===== config.mk =====
export PLATFORM = sky130hd
export DESIGN_NAME = ttpr_front
export DESIGN_NICKNAME = d
export VERILOG_FILES = /design/src/ttpr_pkg.sv /design/src/ttpr_queue.sv /design/src/ttpr_front.sv
export SDC_FILE = /design/constraint.sdc
export NUM_CORES = 1
export LEC_CHECK = 0
export ABC_AREA = 1
export BUFFER_PORTS_ARGS = -buffer_cell sky130_fd_sc_hd__buf_2
export CAP_MARGIN = 25
export CELL_PAD_IN_SITES_DETAIL_PLACEMENT = 1
export CELL_PAD_IN_SITES_GLOBAL_PLACEMENT = 2
export CORE_AREA = 5 5 209 211
export DETAILED_ROUTE_END_ITERATION = 8
export DIE_AREA = 0 0 214 216
export GPL_ROUTABILITY_DRIVEN = 0
export PLACE_DENSITY = 0.87
export SYNTH_ARGS = -nofsm -noshare
export SYNTH_HDL_FRONTEND = slang
export SYNTH_SLANG_ARGS = --single-unit

===== constraint.sdc =====
create_clock -name clk -period 8.3 [get_ports clk]
set_input_delay 0.415 -clock clk [delete_from_list [all_inputs] [get_ports clk]]
set_output_delay 0.415 -clock clk [all_outputs]
set_load 0.01 [all_outputs]

===== src/ttpr_pkg.sv =====
// Shared types, codes and constants of the transposition table probe/record block.
// No dependencies; every other file in src imports this package.
package ttpr_pkg;

  localparam int unsigned INDEX_BITS_DEF = 16;
  localparam int unsigned CFG_W          = 15;
  localparam int unsigned QUEUE_DEPTH    = 2;
  localparam int unsigned QPTR_W         = $clog2(QUEUE_DEPTH);
  localparam int unsigned QCNT_W         = $clog2(QUEUE_DEPTH + 1);

  localparam logic [CFG_W-1:0] MATE_RST = 15'd10000;
  localparam logic [CFG_W-1:0] WIN_RST  = 15'd9800;
  localparam logic [CFG_W-1:0] BAN_RST  = 15'd9900;

  // command codes
  localparam logic [1:0] CMD_PROBE  = 2'd0;
  localparam logic [1:0] CMD_RECORD = 2'd1;
  localparam logic [1:0] CMD_CLEAR  = 2'd2;

  // bound codes; anything else is exact
  localparam logic [1:0] BOUND_UPPER = 2'd0;
  localparam logic [1:0] BOUND_LOWER = 2'd1;

  // config register indexes
  localparam logic [1:0] REG_MATE = 2'd0;
  localparam logic [1:0] REG_WIN  = 2'd1;
  localparam logic [1:0] REG_BAN  = 2'd2;

  // one table entry
  typedef struct packed {
    logic              valid;
    logic [1:0]        bound;
    logic [5:0]        depth;
    logic signed [15:0] score;
    logic [15:0]       move;
    logic [31:0]       lock;
  } entry_t;

  // classified request, as queued between front and back
  typedef struct packed {
    logic [1:0]         cmd;
    logic [31:0]        lock;
    logic [6:0]         ply;
    logic signed [15:0] alpha;
    logic signed [15:0] beta;
    logic [5:0]         depth;
    logic signed [15:0] drawv;
    logic [1:0]         bound;
    logic signed [15:0] rec_score;  // distance-adjusted, saturated
    logic [15:0]        rec_move;
    logic               rec_skip;   // ban/draw: keep old score, move, lock
  } item_t;

  // back-end status toward the front end
  typedef struct packed {
    logic pop;
    logic sweeping;
  } bstat_t;

endpackage


===== src/ttpr_queue.sv =====
// Small request FIFO between front and back ends.
// Depends on ttpr_pkg for depth constants.
module ttpr_queue #(
  parameter int unsigned W = 8
) (
  input  logic         clk,
  input  logic         rst_n,
  input  logic         push,
  input  logic [W-1:0] push_data,
  output logic         can_push,
  input  logic         pop,
  output logic         not_empty,
  output logic [W-1:0] head
);
  import ttpr_pkg::*;

  logic [W-1:0]      slot_r [QUEUE_DEPTH];
  logic [QPTR_W-1:0] wr_ptr_r, wr_ptr_nxt;
  logic [QPTR_W-1:0] rd_ptr_r, rd_ptr_nxt;
  logic [QCNT_W-1:0] cnt_r, cnt_nxt;

  assign can_push  = (cnt_r != QCNT_W'(QUEUE_DEPTH));
  assign not_empty = (cnt_r != '0);
  assign head      = slot_r[rd_ptr_r];

  always_comb begin
    wr_ptr_nxt = wr_ptr_r;
    rd_ptr_nxt = rd_ptr_r;
    cnt_nxt    = cnt_r;
    if (push) begin
      wr_ptr_nxt = (wr_ptr_r == QPTR_W'(QUEUE_DEPTH - 1)) ? '0 : wr_ptr_r + 1'b1;
    end
    if (pop) begin
      rd_ptr_nxt = (rd_ptr_r == QPTR_W'(QUEUE_DEPTH - 1)) ? '0 : rd_ptr_r + 1'b1;
    end
    if (push && !pop) begin
      cnt_nxt = cnt_r + 1'b1;
    end else if (pop && !push) begin
      cnt_nxt = cnt_r - 1'b1;
    end
  end

  always_ff @(posedge clk) begin
    if (!rst_n) begin
      wr_ptr_r <= '0;
      rd_ptr_r <= '0;
      cnt_r    <= '0;
    end else begin
      wr_ptr_r <= wr_ptr_nxt;
      rd_ptr_r <= rd_ptr_nxt;
      cnt_r    <= cnt_nxt;
    end
  end

  always_ff @(posedge clk) begin
    if (push) begin
      slot_r[wr_ptr_r] <= push_data;
    end
  end

endmodule


===== src/ttpr_front.sv =====
// Front end: accepts requests, precomputes the record score, queues them.
// Depends on ttpr_pkg and ttpr_queue.
module ttpr_front #(
  parameter int unsigned INDEX_BITS = ttpr_pkg::INDEX_BITS_DEF,
  parameter int unsigned QW         = INDEX_BITS + $bits(ttpr_pkg::item_t)
) (
  input  logic                       clk,
  input  logic                       rst_n,
  input  logic                       req_valid,
  output logic                       req_ready,
  input  logic [1:0]                 req_cmd,
  input  logic [31:0]                req_key,
  input  logic [31:0]                req_lock,
  input  logic [6:0]                 req_dist,
  input  logic [15:0]                req_alpha,
  input  logic [15:0]                req_beta,
  input  logic [5:0]                 req_depth,
  input  logic [15:0]                req_drawv,
  input  logic [1:0]                 req_bound,
  input  logic [15:0]                req_score,
  input  logic [15:0]                req_move,
  input  logic [ttpr_pkg::CFG_W-1:0] win_score,
  input  logic [ttpr_pkg::CFG_W-1:0] ban_score,
  input  ttpr_pkg::bstat_t           bstat,
  output logic                       q_valid,
  output logic [QW-1:0]              q_data
);
  import ttpr_pkg::*;

  item_t              item;
  logic               can_push;
  logic               push;
  logic signed [17:0] svl, win_s, ban_s, draw_s, dist_s, adj;
  logic               gt, lt, no_move;

  assign req_ready = can_push && !bstat.sweeping;
  assign push      = req_valid && req_ready;

  // record classification: mate range, ban/draw skip, distance adjust
  always_comb begin
    svl     = {{2{req_score[15]}}, req_score};
    draw_s  = {{2{req_drawv[15]}}, req_drawv};
    win_s   = {3'b000, win_score};
    ban_s   = {3'b000, ban_score};
    dist_s  = {11'd0, req_dist};
    no_move = (req_move == '0);
    gt      = svl > win_s;
    lt      = svl < -win_s;
    adj     = gt ? svl + dist_s : (lt ? svl - dist_s : svl);

    item.cmd      = req_cmd;
    item.lock     = req_lock;
    item.ply      = req_dist;
    item.alpha    = req_alpha;
    item.beta     = req_beta;
    item.depth    = req_depth;
    item.drawv    = req_drawv;
    item.bound    = req_bound;
    item.rec_move = req_move;
    item.rec_skip = no_move && ((gt && svl <= ban_s) || (lt && svl >= -ban_s) ||
                                (!gt && !lt && svl == draw_s));
    if (adj > 18'sd32767) begin
      item.rec_score = 16'sh7fff;
    end else if (adj < -18'sd32768) begin
      item.rec_score = 16'sh8000;
    end else begin
      item.rec_score = adj[15:0];
    end
  end

  ttpr_queue #(.W(QW)) u_queue (
    .clk       (clk),
    .rst_n     (rst_n),
    .push      (push),
    .push_data ({req_key[INDEX_BITS-1:0], item}),
    .can_push  (can_push),
    .pop       (bstat.pop),
    .not_empty (q_valid),
    .head      (q_data)
  );

endmodule


==> flow_results.org, run 1 <==
** Timing
- In this run the tightest slew margin relative to its limit is 47.5%.
- RSZ-0062 raised after global routing :: no
- Worst clock skew :: approximately 0.014 ns
- Derived from the worst setup path, the maximum achievable clock frequency is between 0.2 and 0.3 GHz.
- On the final layout, the worst hold slack is ~0.062 ns.
- The final critical path takes up between 40% and 50% of the cycle.
- The worst path needs roughly 3.8 ns of the cycle, external delays included.
- The number of max-slew violations in the final report was 0.
- Setup violations remaining at the end of the flow were counted as 0.
- For the pin with the worst max-slew slack, the measured transition is between 0.7 and 0.8 ns.
- Setup total negative slack on the finished layout was measured at 0 ns.
- The final hold violation count came to 0.

** Global routing
- Antenna violations before repair :: 17
- Total global-route track usage :: a little under a fifth
- Entering global routing, the biggest net connects roughly 110 pins.
- The first global-routing pass estimated about 67 mm of wire.
- Via count of the first global-routing pass :: 11217
- GRT Residual Overflow :: 0

** Setup path
- Category of the worst setup path launch point :: primary input
- The worst setup path is captured at a flop.
- The cell that appears most often on the critical path is nand2_1.
- The setup path with the least slack is of type primary input to flop.
- Walking the worst path, the cells encountered are buf_2 > nor3_1 > nand2_1 > nor3_2 > inv_1 > nor4_2 > nand3_1 > xor2_1 > ha_1 > nand2_1 > inv_1 > nand2_1 > nand2_1 > nand2_1 > nand2_1 > nor2_2 > nand3_1 > nand2_2 > nand2_1 > nand3_1 > nand3_2 > a21oi_1.
- Data on the critical path arrives at its endpoint at approximately 4.2 ns.
- Critical Path Max Stage Delay :: about 0.43 ns
- At the worst endpoint, the required time is 8.66 ns.
- In this run the worst setup path begins at win_score[2].
- The startpoint identified for the worst register-to-register timing path is u_queue.cnt_r[0]$_SDFFE_PN0P_.
- Buffering stage count on the worst path with inverters included :: 3
- The kind of cell with the highest combined delay along the critical path is simple AND/OR/NAND/NOR gates.
- The largest individual stage delay along the critical path comes from the cell nand2_2.
- In this run the worst path has a maximum fanout of 20.

** Floorplan
- The initial utilization of the core area, before any placement, comes to about 36%.
- The floorplan step defined a core boundary enclosing 0.0416 sq mm.
- Area of the die :: about 0.046 sq mm
- Pin placement for this block handled approximately 340 I/O pins.
- Row generation in the floorplan step produced 75 rows.
- Floorplan die height :: about 220 microns
- Die Span X :: around 210 microns

** Yosys
- Dominant combinational cell family by area after synthesis :: simple AND/OR/NAND/NOR gates
- The number of different library cells used by synthesis comes to 42.
- Ys async rst share :: 0%
- Total of flip-flops plus latches after synthesis :: a little under 300
- Number of warnings issued by yosys :: 0
- Area contributors post-synth :: edfxtp_1 59%, mux2_2 11%, ha_1 6.8%
- Area share of xor/xnor cells in the synthesized design :: between 2 and 3%
- Sequential fraction of the synthesis area :: approximately three fifths
- Number of instances in the synthesized netlist :: 1201
- Netlist area before placement :: 0.0148 sq mm
- Most instantiated cells after synthesis :: 292 x edfxtp_1, 205 x nand2_1, 146 x mux2_2
- Most common cell in the netlist :: edfxtp_1
- Post-synth EDFFs :: 292
- Area share of fa/ha/maj cells after synthesis :: 7.12%
- Compound-cell area share of the yosys netlist :: 3.70%
- Post-Syn Nets :: 1480
- Area share of the leading cell type in the synthesized netlist :: approximately 59%
- Main synth FF type :: edfxtp_1
- Of all cell types, the one taking the most synthesized area is edfxtp_1.
- Multiplexer cells account for roughly 11% of the synthesized area.
- Of the total synthesized cell area, the portion taken by AND, OR, NAND and NOR gates is between 10% and 20%.
- Averaged over all synthesized cells, the footprint is between 10 and 15 sq um.

** Power
- Switch Pwr :: 0.872 mW
- Part of the power in combinational logic :: 15.8%
- Per report_power, the sequential group accounts for between 50% and 60% of the total.
- The internal portion of the total power is 2.60 mW.
- Fraction of power consumed by the clock network :: approximately a third
- Static Leakage :: 7.35 nW
- Areal power density over the cells :: 194 mW/mm^2
- In this run switching power makes up 25.1% of total power.
- VDD sags by at most about 140 uV.

** Finish
- Count of placed standard cells in the final layout, fillers left out :: 2100
- Filler Cells Inserted :: ~4600
- Share of cells above drive strength 1 :: a little over a third
- Number of nets at the end of the flow :: between 1500 and 2000
- Cells fill between 40% and 50% of the core in the end.
- Signed area change from the synthesized netlist to the final layout :: 21.0%

** Clocking
- Number of setup buffers added after CTS :: 0
- After clock tree synthesis, the clock-pin slew on the worst setup and hold paths is roughly 0.07 ns.
- Hold buffer count at cts :: 0
- Clock tree from TritonCTS :: built
- In this run the number of H-tree levels came out at 1.
- Clock tree buffer depth :: 3
- At the later pin of the worst-skew pair, clock insertion delay measures approximately 0.53 ns.
- Total number of clock tree sinks :: 297
- The cell sitting at the root of the clock tree is a clkbuf_16.
- Inserted Clock Buffers :: 27
- PostCTS Resize Cnt :: 0

** Route
- Total number of vias :: approximately 10000
- Wirelength per Cell :: 20.8 microns
- The detail route stage leaves a number of antenna-violating nets equal to 0.
- DRC violation total after the first TritonRoute iteration :: 564
- Dividing the detail-routed via count by the number of cells gives just under 5.
- After detailed routing, the number of remaining DRC violations is 0.
- The final layout contains routed wiring with a total length of 43.7 mm.
- The first detailed-routing pass took 5 iterations.

** Worst hold path
- The path class of the tightest hold or removal check is primary input to flop.
- Hold_sp :: req_lock[1]

** Flow run
- Max Cap Viol :: 0

** Place
- Once placement completed, the tool counted placed cells totaling between 2000 and 2500.
- Summed over all nets, the half-perimeter wirelength after detailed placement is between 30 and 40 mm.
- Port Buffers :: between 300 and 400

** Outcome
- The flow ran to the end, and the final reports show no timing, DRC or antenna violations.
[worst reg2reg max path: stages (launching register included)]
cell and delay, ns:
dfxtp_1 0.32, inv_1 0.10, a21oi_1 0.20, nand2_1 0.23
nor2_4 0.47, buf_12 0.27, buf_12 0.46
[logic make-up (layout without fill, tap and decap cells)]
family / Yosys count / in the layout
adder cells (fa/ha/maj): 83 / 83
XOR/XNOR: 45 / 45
other: 0 / 10
buffers and inverters: 139 / 489
AO/OA/AOI/OAI: 100 / 100
flip-flops: 297 / 297
multiplexers: 146 / 146
AND/OR/NAND/NOR: 391 / 391
[final timing paths]
| check | to | slack, ns | depth (start not counted) |
|---|---|---|---|
| worst max-delay path | u_queue.slot_r[1][23]$_DFFE_PP_ | 4.46 | 22 |
| worst min-delay path | u_queue.slot_r[0][97]$_DFFE_PP_ | 0.06 | 1 |
| worst max register to register | u_queue.slot_r[1][3]$_DFFE_PP_ | 5.71 | 6 |
| worst min register to register | u_queue.cnt_r[1]$_SDFFE_PN0P_ | 0.52 | 2 |
[metrics by stage]
stage	setup slack, ns	power (mW)	cell area (sq um)
floorplan	0.736	2.10	14800
global placement	4.00	2.30	17000
detailed placement	3.88	2.33	17100
CTS	4.44	3.51	17900
global route	3.94	3.64	17900
finish	4.46	3.47	17900
[power by group through the flow]
stage	registers, mW	logic, mW	clock network [mW]
2_1_floorplan	1.78	0.321	0
3_3_place_gp	1.77	0.529	0
3_5_place_dp	1.78	0.550	0
4_1_cts	1.75	0.556	1.20
5_1_grt	1.75	0.607	1.28
6_report	1.75	0.547	1.18
[layout make-up]
| class | count | area [sq um] | share of cell area (%) |
|---|---|---|---|
| Sequential cell | 297 | 8870 | 49.6 |
| Clock inverter | 16 | 129 | 0.720 |
| Inverter | 107 | 402 | 2.24 |
| Tap cell | 539 | 674 | 3.77 |
| Antenna cell | 10 | 25.0 | 0.140 |
| Multi-Input combinational cell | 765 | 5370 | 30.0 |
| Timing Repair Buffer | 334 | 1740 | 9.71 |
| Clock buffer | 32 | 694 | 3.88 |
[sequential cells by signal (all words and copies together) (netlist names), named ones only]
register          cells
u_queue.cnt_r         2
u_queue.slot_r      292
u_queue.wr_ptr_r      1
u_queue.rd_ptr_r      1
[layer usage]
metal  up-vias  track usage [%]  part of all wire (%)
li1       4933                -                     -
met1      5096             22.0                    41
met2       322             31.9                    49
met3        71             5.59                   8.0
met4        20             4.77                   2.0
met5         -                0                  0.27
[cell usage in the layout, fill, tap and decap left out, drive strengths merged, types with 19 or more instances in the layout]
cell type,count
nor3,19
edfxtp,292
buf,334
nand2,217
ha,81
a21oi,55
mux2,146
o21ai,30
clkbuf,32
inv,109
xor2,32
nand4,20
nand3,52
nor2,70
Power figures use the tool's default switching activity.
==> run 2: changes to the inputs <==
- CORE_AREA: 5 5 209 211 -> 5 5 222 224
- DIE_AREA: 0 0 214 216 -> 0 0 227 229
- PLACE_DENSITY: 0.87 -> 0.81
- clock period: 8.3 -> 3.3 ns (I/O delays scaled with it)
==> flow_results.org, run 2 (synthesis gave the netlist of run 1 again) <==
** Setup path
- The data arrival time at the worst-slack endpoint came to 3.18 ns (-1.01 ns).
- Endpoint type of the worst setup path :: flop
- Category of the worst setup path launch point :: primary input
- Chain of cells forming the critical path :: buf_2 > inv_1 > ha_1 > nand2_1 > nor2_1 > nand3_1 > nor2_1 > nand2_1 > nor3_1 > nand4_1 > nor3_1 > or2_1 > ha_1 > nand3_1 > inv_1 > a21oi_1 > nand3_1 > nand2_1 > nand3_1 > nand2_1 > nand3_1 > nand2_1 > inv_1
- Slowest CP cell :: nor3_1
- Maximum fanout along the worst path :: 2 (-90%)
- The delay of the slowest cell on the worst path was 0.25 ns (-0.18 ns).
- The required time at the endpoint of the critical path came to 3.59 ns (-5.07 ns).
- Worst reg-to-reg setup slack :: 1.39 ns (-4.32 ns)
- The critical path is of the primary input to flop type.

** Timing
- Worst clock skew :: 0.0202 ns (+0.00626 ns)
- Number of setup violations in the final report :: 0 (unchanged)
- Headroom to the max-slew limit :: 59.8% (+12 points)
- RSZ-0062 raised after global routing :: no
- The worst-case setup margin in the final layout was 0.412 ns (-4.05 ns).
- Count of endpoints failing hold in the final timing report :: 0 (unchanged)
- Derived from the worst setup path, the maximum achievable clock frequency is between 0.3 and 0.4 GHz.
- The post-route setup TNS was 0 ns (unchanged).
- The number of max-slew violations in the final report was 0 (unchanged).
- Pin slew with the least headroom to its limit :: 0.602 ns (-0.185 ns)
- For the finished layout, the period the worst path requires is roughly 2.9 ns.
- Ratio of final minimum period to clock period :: about 90%

** Route
- The post-route antenna net violation count came to 0 (unchanged).
- The wire length per cell after detailed routing was 21.1 microns (+1.5%).
- The first-iteration detailed-routing DRC count was 614 (+8.9%).
- The wire length after detailed routing was 49.4 mm (+13%).
- The detailed-router iteration count before antenna repair was 5 (unchanged).
- Number of remaining DRC errors :: 0 (unchanged)
- Detailed-route vias per instance :: 4.86 (-2.3%)
- Total number of vias :: 11355 (+8.7%)

** Place
- The placement-stage worst setup slack was -0.266 ns (-4.15 ns).
- DP Area :: 0.0175 sq mm (+2.6%)
- The quantity of I/O buffers inserted on ports was 327 (unchanged).
- HPWL after detailed placement :: 34.6 mm (+3.2%)

** Global routing
- Wire length of the first global-routing pass :: 73.1 mm (+9.9%)
- Antenna violations before repair :: 12 (-5)
- GRT Residual Overflow :: 0 (unchanged)
- The number of global-route vias before repair came to 12254 (+9.2%).
- Total global-route track usage :: 18.0% (-0.20 points)
- The largest net degree at the start of global routing came to 65 (-41%).

** Finish
- Counting flops per register, the top entry is u_queue.slot_r.
- The number of flip-flops in the largest register is 292 (unchanged).
- Largest registers :: u_queue.slot_r x292, u_queue.cnt_r x2
- Share of cells above drive strength 1 :: 34.3% (-1.2 points)
- The library cell used most frequently in the layout, excluding fill and tap cells, is buf_2.
- Number of nets at the end of the flow :: 1978 (+9.2%)
- The number of fillers in the final layout is 5153 (+13%).
- The area used by multi-input combinational logic is 0.00541 sq mm (+0.70%).
- Commonest cells after routing, fill and taps aside :: 327 x buf_2, 292 x edfxtp_1, 204 x nand2_1
- The area of all placed cells without fillers came to 0.0197 sq mm (+9.9%).
- Signed area change from the synthesized netlist to the final layout :: 33.0%
- Register Area :: 0.00887 sq mm (unchanged)

** Power
- The internal power summed over all cells is 6.69 mW (+160%).
- Part of the power in registers :: 48.8% (-1.6 points)
- Part of the power in combinational logic :: 17.8% (+2.0 points)
- Switch Pwr :: 2.32 mW (+170%)
- Peak supply drop :: 418 uV (+200%)
- Net switching share of the total power :: 25.7% (+0.61 points)
- The cell leakage power came to 8.11 nW (+10%).
- The clock group share of total power came to 33.4% (-0.5 points).
- Areal power density over the cells :: 458 mW/mm^2 (+140%)

** Flow run
- The number of max-cap violations was 0 (unchanged).

** Floorplan
- The die width is 227 microns (+6.1%).
- Area of the die :: 0.0520 sq mm (+12%)
- The number of top-level design ports came to 344 (unchanged).
- Std-Cell Core Area :: 0.0471 sq mm (+13%)
- Site row count :: 80 (+6.7%)
- Initial core utilization :: 31.4% (-4.2 points)
- Floorplan die height :: 229 microns (+6.0%)

** Clocking
- The buffers inserted during post-CTS setup optimization is 0 (unchanged).
- The clock tree buffer depth was 3 (unchanged).
- Inserted Clock Buffers :: 28 (+3.7%)
- Clock tree from TritonCTS :: built
- The sink count of the clock tree is 297 (unchanged).
- The CTS clock-pin slew for the worst setup and hold paths is 0.06 ns (about the same).
- The number of levels the H-tree was split into is 1 (unchanged).
- The tree is rooted in a clkbuf_16.
- The insertion delay to the later sink of the worst-skew pair came to 0.54 ns (about the same).

** Worst hold path
- Class of the tightest hold or removal check :: primary input to flop

** Outcome
- Run status :: finished, final reports clean
run 2: changes by cell type in the layout (fill, tap and decap cells not counted), sizes merged:
| cell | delta |
|---|---|
| inv | -2 |
| clkbuf | +4 |
| buf | +35 |
| clkinvlp | +1 |
| dlygate4sd3 | +131 |
| clkinv | -2 |
| bufinv | -1 |
| diode | -4 |
run 2: metal layers:
metal	vias up	routed length [microns]	global-route usage, %
met5	-	92	0
met4	12	1310	5.06
met3	75	3490	3.91
met2	375	24400	32.3
met1	5634	20100	21.7
li1	5259	-	-
run 2: power by group through the flow:
stage               clock network (mW)  logic [mW]  registers, mW
CTS                               3.05        1.59           4.39
global route                      3.26        1.75           4.40
finish                            3.01        1.60           4.40
global placement                     0        1.40           4.46
detailed placement                   0        1.45           4.47
floorplan                            0       0.814           4.46
run 2: worst paths after layout:
check,from,to,cells after the start
hold / removal,req_valid,u_queue.wr_ptr_r$_SDFFE_PN0P_,3
hold reg to reg,u_queue.rd_ptr_r$_SDFFE_PN0P_,flop,2
setup / recovery,ban_score[1],u_queue.slot_r[1][0]$_DFFE_PP_,23
setup reg to reg,u_queue.cnt_r[0]$_SDFFE_PN0P_,u_queue.slot_r[0][25]$_DFFE_PP_,5
run 2: area by class of cell:
type                            count  share of cell area, %
Sequential cell                   297                   45.1
Multi-Input combinational cell    765                   27.5
Timing Repair Buffer              500                   17.2
Tap cell                          615                   3.91
Clock buffer                       36                   3.82
Inverter                          107                   2.04
Clock inverter                     12                  0.407
Antenna cell                        6                 0.0763
run 2: critical path: cells and delay by family:
kind,cells,cell delay (ns)
buf+inv,4,0.30
compound gates,1,0.19
fa+ha+maj,2,0.42
simple gates,16,2.10
run 2: what timing repair did:
action / CTS / global route
hold buffers: 131 / 0
resized for setup: 0 / 4
hold endpoints to repair: 263 / 0
endpoints found under the setup margin: 0 / 28
run 2: per-stage QoR:
stage / instances / hold slack, ns / utilization [%] / power (mW)
final: 2338 / 0.0155 / 41.8 / 9.01
after global routing: 2338 / 0.00795 / 41.8 / 9.42
after CTS: 2332 / 0.000348 / 41.7 / 9.04
after detailed placement: 2153 / 0.356 / 37.1 / 5.92
after global placement: 2153 / 0.352 / 37.1 / 5.86
after floorplan: 1201 / 0.264 / - / 5.27
==> run 3: changes to the inputs <==
- RECOVER_POWER: default -> 100
==> flow_results.org, run 3 (synthesis gave the netlist of run 1 again) <==
** Outcome
- Run status :: finished, violations left
- The checks that failed: capacitance limit, slew limit.

** Setup path
- Worst EP arrival :: 2.98 ns (-0.20 ns)
- The required time at the endpoint of the critical path came to 3.13 ns (-0.46 ns).
- Maximum fanout along the worst path :: 64 (+62)
- Endpoint type of the worst setup path :: output port
- Crit Path Category :: flop to output port
- The worst setup path is launched from a flop.
- FF-to-FF Start :: u_queue.cnt_r[0]$_SDFFE_PN0P_

** Global routing
- The routing usage on met2 came to 32.3% (unchanged).
- Layer with the highest usage :: met2
- The global-route wire length before repair came to 73.1 mm (unchanged).
- Antenna violations before repair :: 11 (-1)
- The largest net degree at the start of global routing is 65 (unchanged).
- Total global-route track usage :: 18.0% (unchanged)
- GR met1 Demand/Resource :: 21.7% (unchanged)
- The final global-route overflow total came to 0 (unchanged).
- Via count of the first global-routing pass :: 12254 (unchanged)
- Met3 capacity usage during global routing :: 3.91% (unchanged)

** Timing
- The worst-margin pin slew is 1.68 ns (+1.08 ns).
- RSZ-0062 raised after global routing :: no
- Count of final max-slew check failures :: 13 (+13)
- The tightest slew margin relative to the limit was -12.3% (-72 points).
- Min cycle time layout :: 3.15 ns (+0.261 ns)
- Count of endpoints failing hold in the final timing report :: 0 (unchanged)
- The achievable clock frequency came to 0.318 GHz (-8.3%).
- The post-route clock period utilization came to 95.4% (+7.9 points).
- Worst clock skew :: 0.0177 ns (-0.00249 ns)
- The number of setup violations in the final report was 0 (unchanged).

** Finish
- The number of nets in the final layout was 1978 (unchanged).
- Flip-flop count of the largest register after layout :: 292 (unchanged)
- Largest registers :: u_queue.slot_r x292, u_queue.cnt_r x2
- The number of fillers in the final layout was 5255 (+2.0%).
- Compared with the post-synthesis result, the final layout area differs by 30.7%.
- The fraction of layout instances using a drive strength above 1 is 21.1% (-13 points).
- Commonest cells after routing, fill and taps aside :: 292 x edfxtp_1, 211 x clkbuf_1, 205 x nand2_1
- Commonest non-fill, non-tap cell in the layout :: edfxtp_1
- Layout Cell Area excl Fill :: 0.0193 sq mm (-1.7%)
- Largest register by flop count :: u_queue.slot_r

** Worst hold path
- The min-delay analysis places its worst path in the category primary input to flop.
- Hold_sp :: req_valid

** Floorplan
- The area of the die was 0.0520 sq mm (unchanged).
- The effective utilization at floorplan is 31.4% (unchanged).
- The die width is 227 microns (unchanged).
- The number of top-level design ports is 344 (unchanged).
- Floorplan die height :: 229 microns (unchanged)
- Site row count :: 80 (unchanged)
- Std-Cell Core Area :: 0.0471 sq mm (unchanged)

** Clocking
- The number of clock buffers inserted by TritonCTS was 28 (unchanged).
- Clock tree buffer depth :: 3 (unchanged)
- Clock-pin slew on the worst setup and hold paths :: 0.05 ns (about the same)
- Clock tree from TritonCTS :: built
- Insertion delay to the later sink of the worst-skew pair :: 0.55 ns (about the same)
- The sink count of the clock tree came to 297 (unchanged).
- The number of levels the H-tree was split into was 1 (unchanged).
- The root buffer cell chosen for the clock tree is clkbuf_16.

** Route
- The wire length after detailed routing came to 49.3 mm (about the same).
- First-pass detailed-route iteration total :: 4 (-1)
- The first-iteration detailed-routing DRC count was 528 (-14%).
- Number of remaining DRC errors :: 0 (unchanged)
- The vias per cell came to 4.83 (-0.47%).
- Post-detailed-route count of antenna-violating nets :: 0 (unchanged)
- The total number of vias was 11306 (-0.43%).
- The wire length per cell after detailed routing came to 21.1 microns (-0.14%).

** Power
- The sum of internal, switching and leakage power was 8.96 mW (-0.52%).
- The cell leakage power came to 7.54 nW (-7.0%).
- Peak supply drop :: 418 uV (about the same)
- The power density normalized to cell area was 463 mW/mm^2 (+1.2%).

** Place
- The quantity of I/O buffers inserted on ports was 327 (unchanged).
- The half-perimeter wire length after detailed placement was 34.6 mm (unchanged).
- The instance area after placement came to 0.0175 sq mm (unchanged).

** Flow run
- Max Cap Viol :: 1 (+1)
## run 3: changes by cell type in the layout (fill, tap and decap cells not counted), moves of 5 or more
cell,change
buf_4,-5
clkbuf_2,+50
mux2_2,-16
clkbuf_1,+204
buf_2,-250
mux2_1,+16
## run 3: final cells by class
cell class | instances | area (sq um) | share of cell area [%]
repair buffers | 500 | 3080 | 15.9
inverters | 107 | 402 | 2.08
diodes | 7 | 17.5 | 0.0906
multi-input cells | 765 | 5380 | 27.8
clock buffers | 36 | 752 | 3.89
clock inverters | 12 | 80.1 | 0.414
well taps | 615 | 769 | 3.98
flip-flops and latches | 297 | 8870 | 45.8
## run 3: what timing repair did
action / in CTS / in global routing
resized for setup: 0 / 4
setup buffers: 0 / 0
hold endpoints to repair: 263 / 0
endpoints found under the setup margin: 0 / 28
hold buffers: 131 / 0
## run 3: through the flow
stage	hold slack (ns)	instances	setup WS, ns	util [%]	TNS (ns)
after floorplan	0.264	1201	0.00547	-	0
after detailed placement	0.356	2153	-0.266	37.1	-6.85
after CTS	0.000348	2332	0.282	41.7	0
final	0.00150	2339	0.151	41.0	0
after global routing	-0.00331	2338	0.00749	41.0	0
after global placement	0.352	2153	-0.182	37.1	-4.86
## run 3: final timing paths
path	to	slack, ns	cells after the start
setup / recovery	q_data[120]	0.15	3
hold / removal	u_queue.wr_ptr_r$_SDFFE_PN0P_	0.002	3
setup reg to reg	u_queue.slot_r[0][65]$_DFFE_PP_	0.34	5
hold reg to reg	u_queue.wr_ptr_r$_SDFFE_PN0P_	0.51	2
## run 3: report_power, final
group	internal, mW	total, mW	leakage, nW	switching, mW
Clock	1.67	3.02	0.405	1.35
Combinational	0.619	1.55	4.42	0.927
Sequential	4.34	4.40	2.71	0.0527
## run 3: layer usage
metal / routed length [microns] / vias to the layer above
met4: 1470 / 8
met3: 3420 / 77
li1: - / 5265
met5: 61 / -
met1: 20200 / 5598
met2: 24300 / 358
## run 3: worst max-delay path, stage by stage, from the launching register on
cell and delay (ns):
dfxtp_1 1.20, buf_6 0.59, mux2_1 0.43, buf_2 0.17
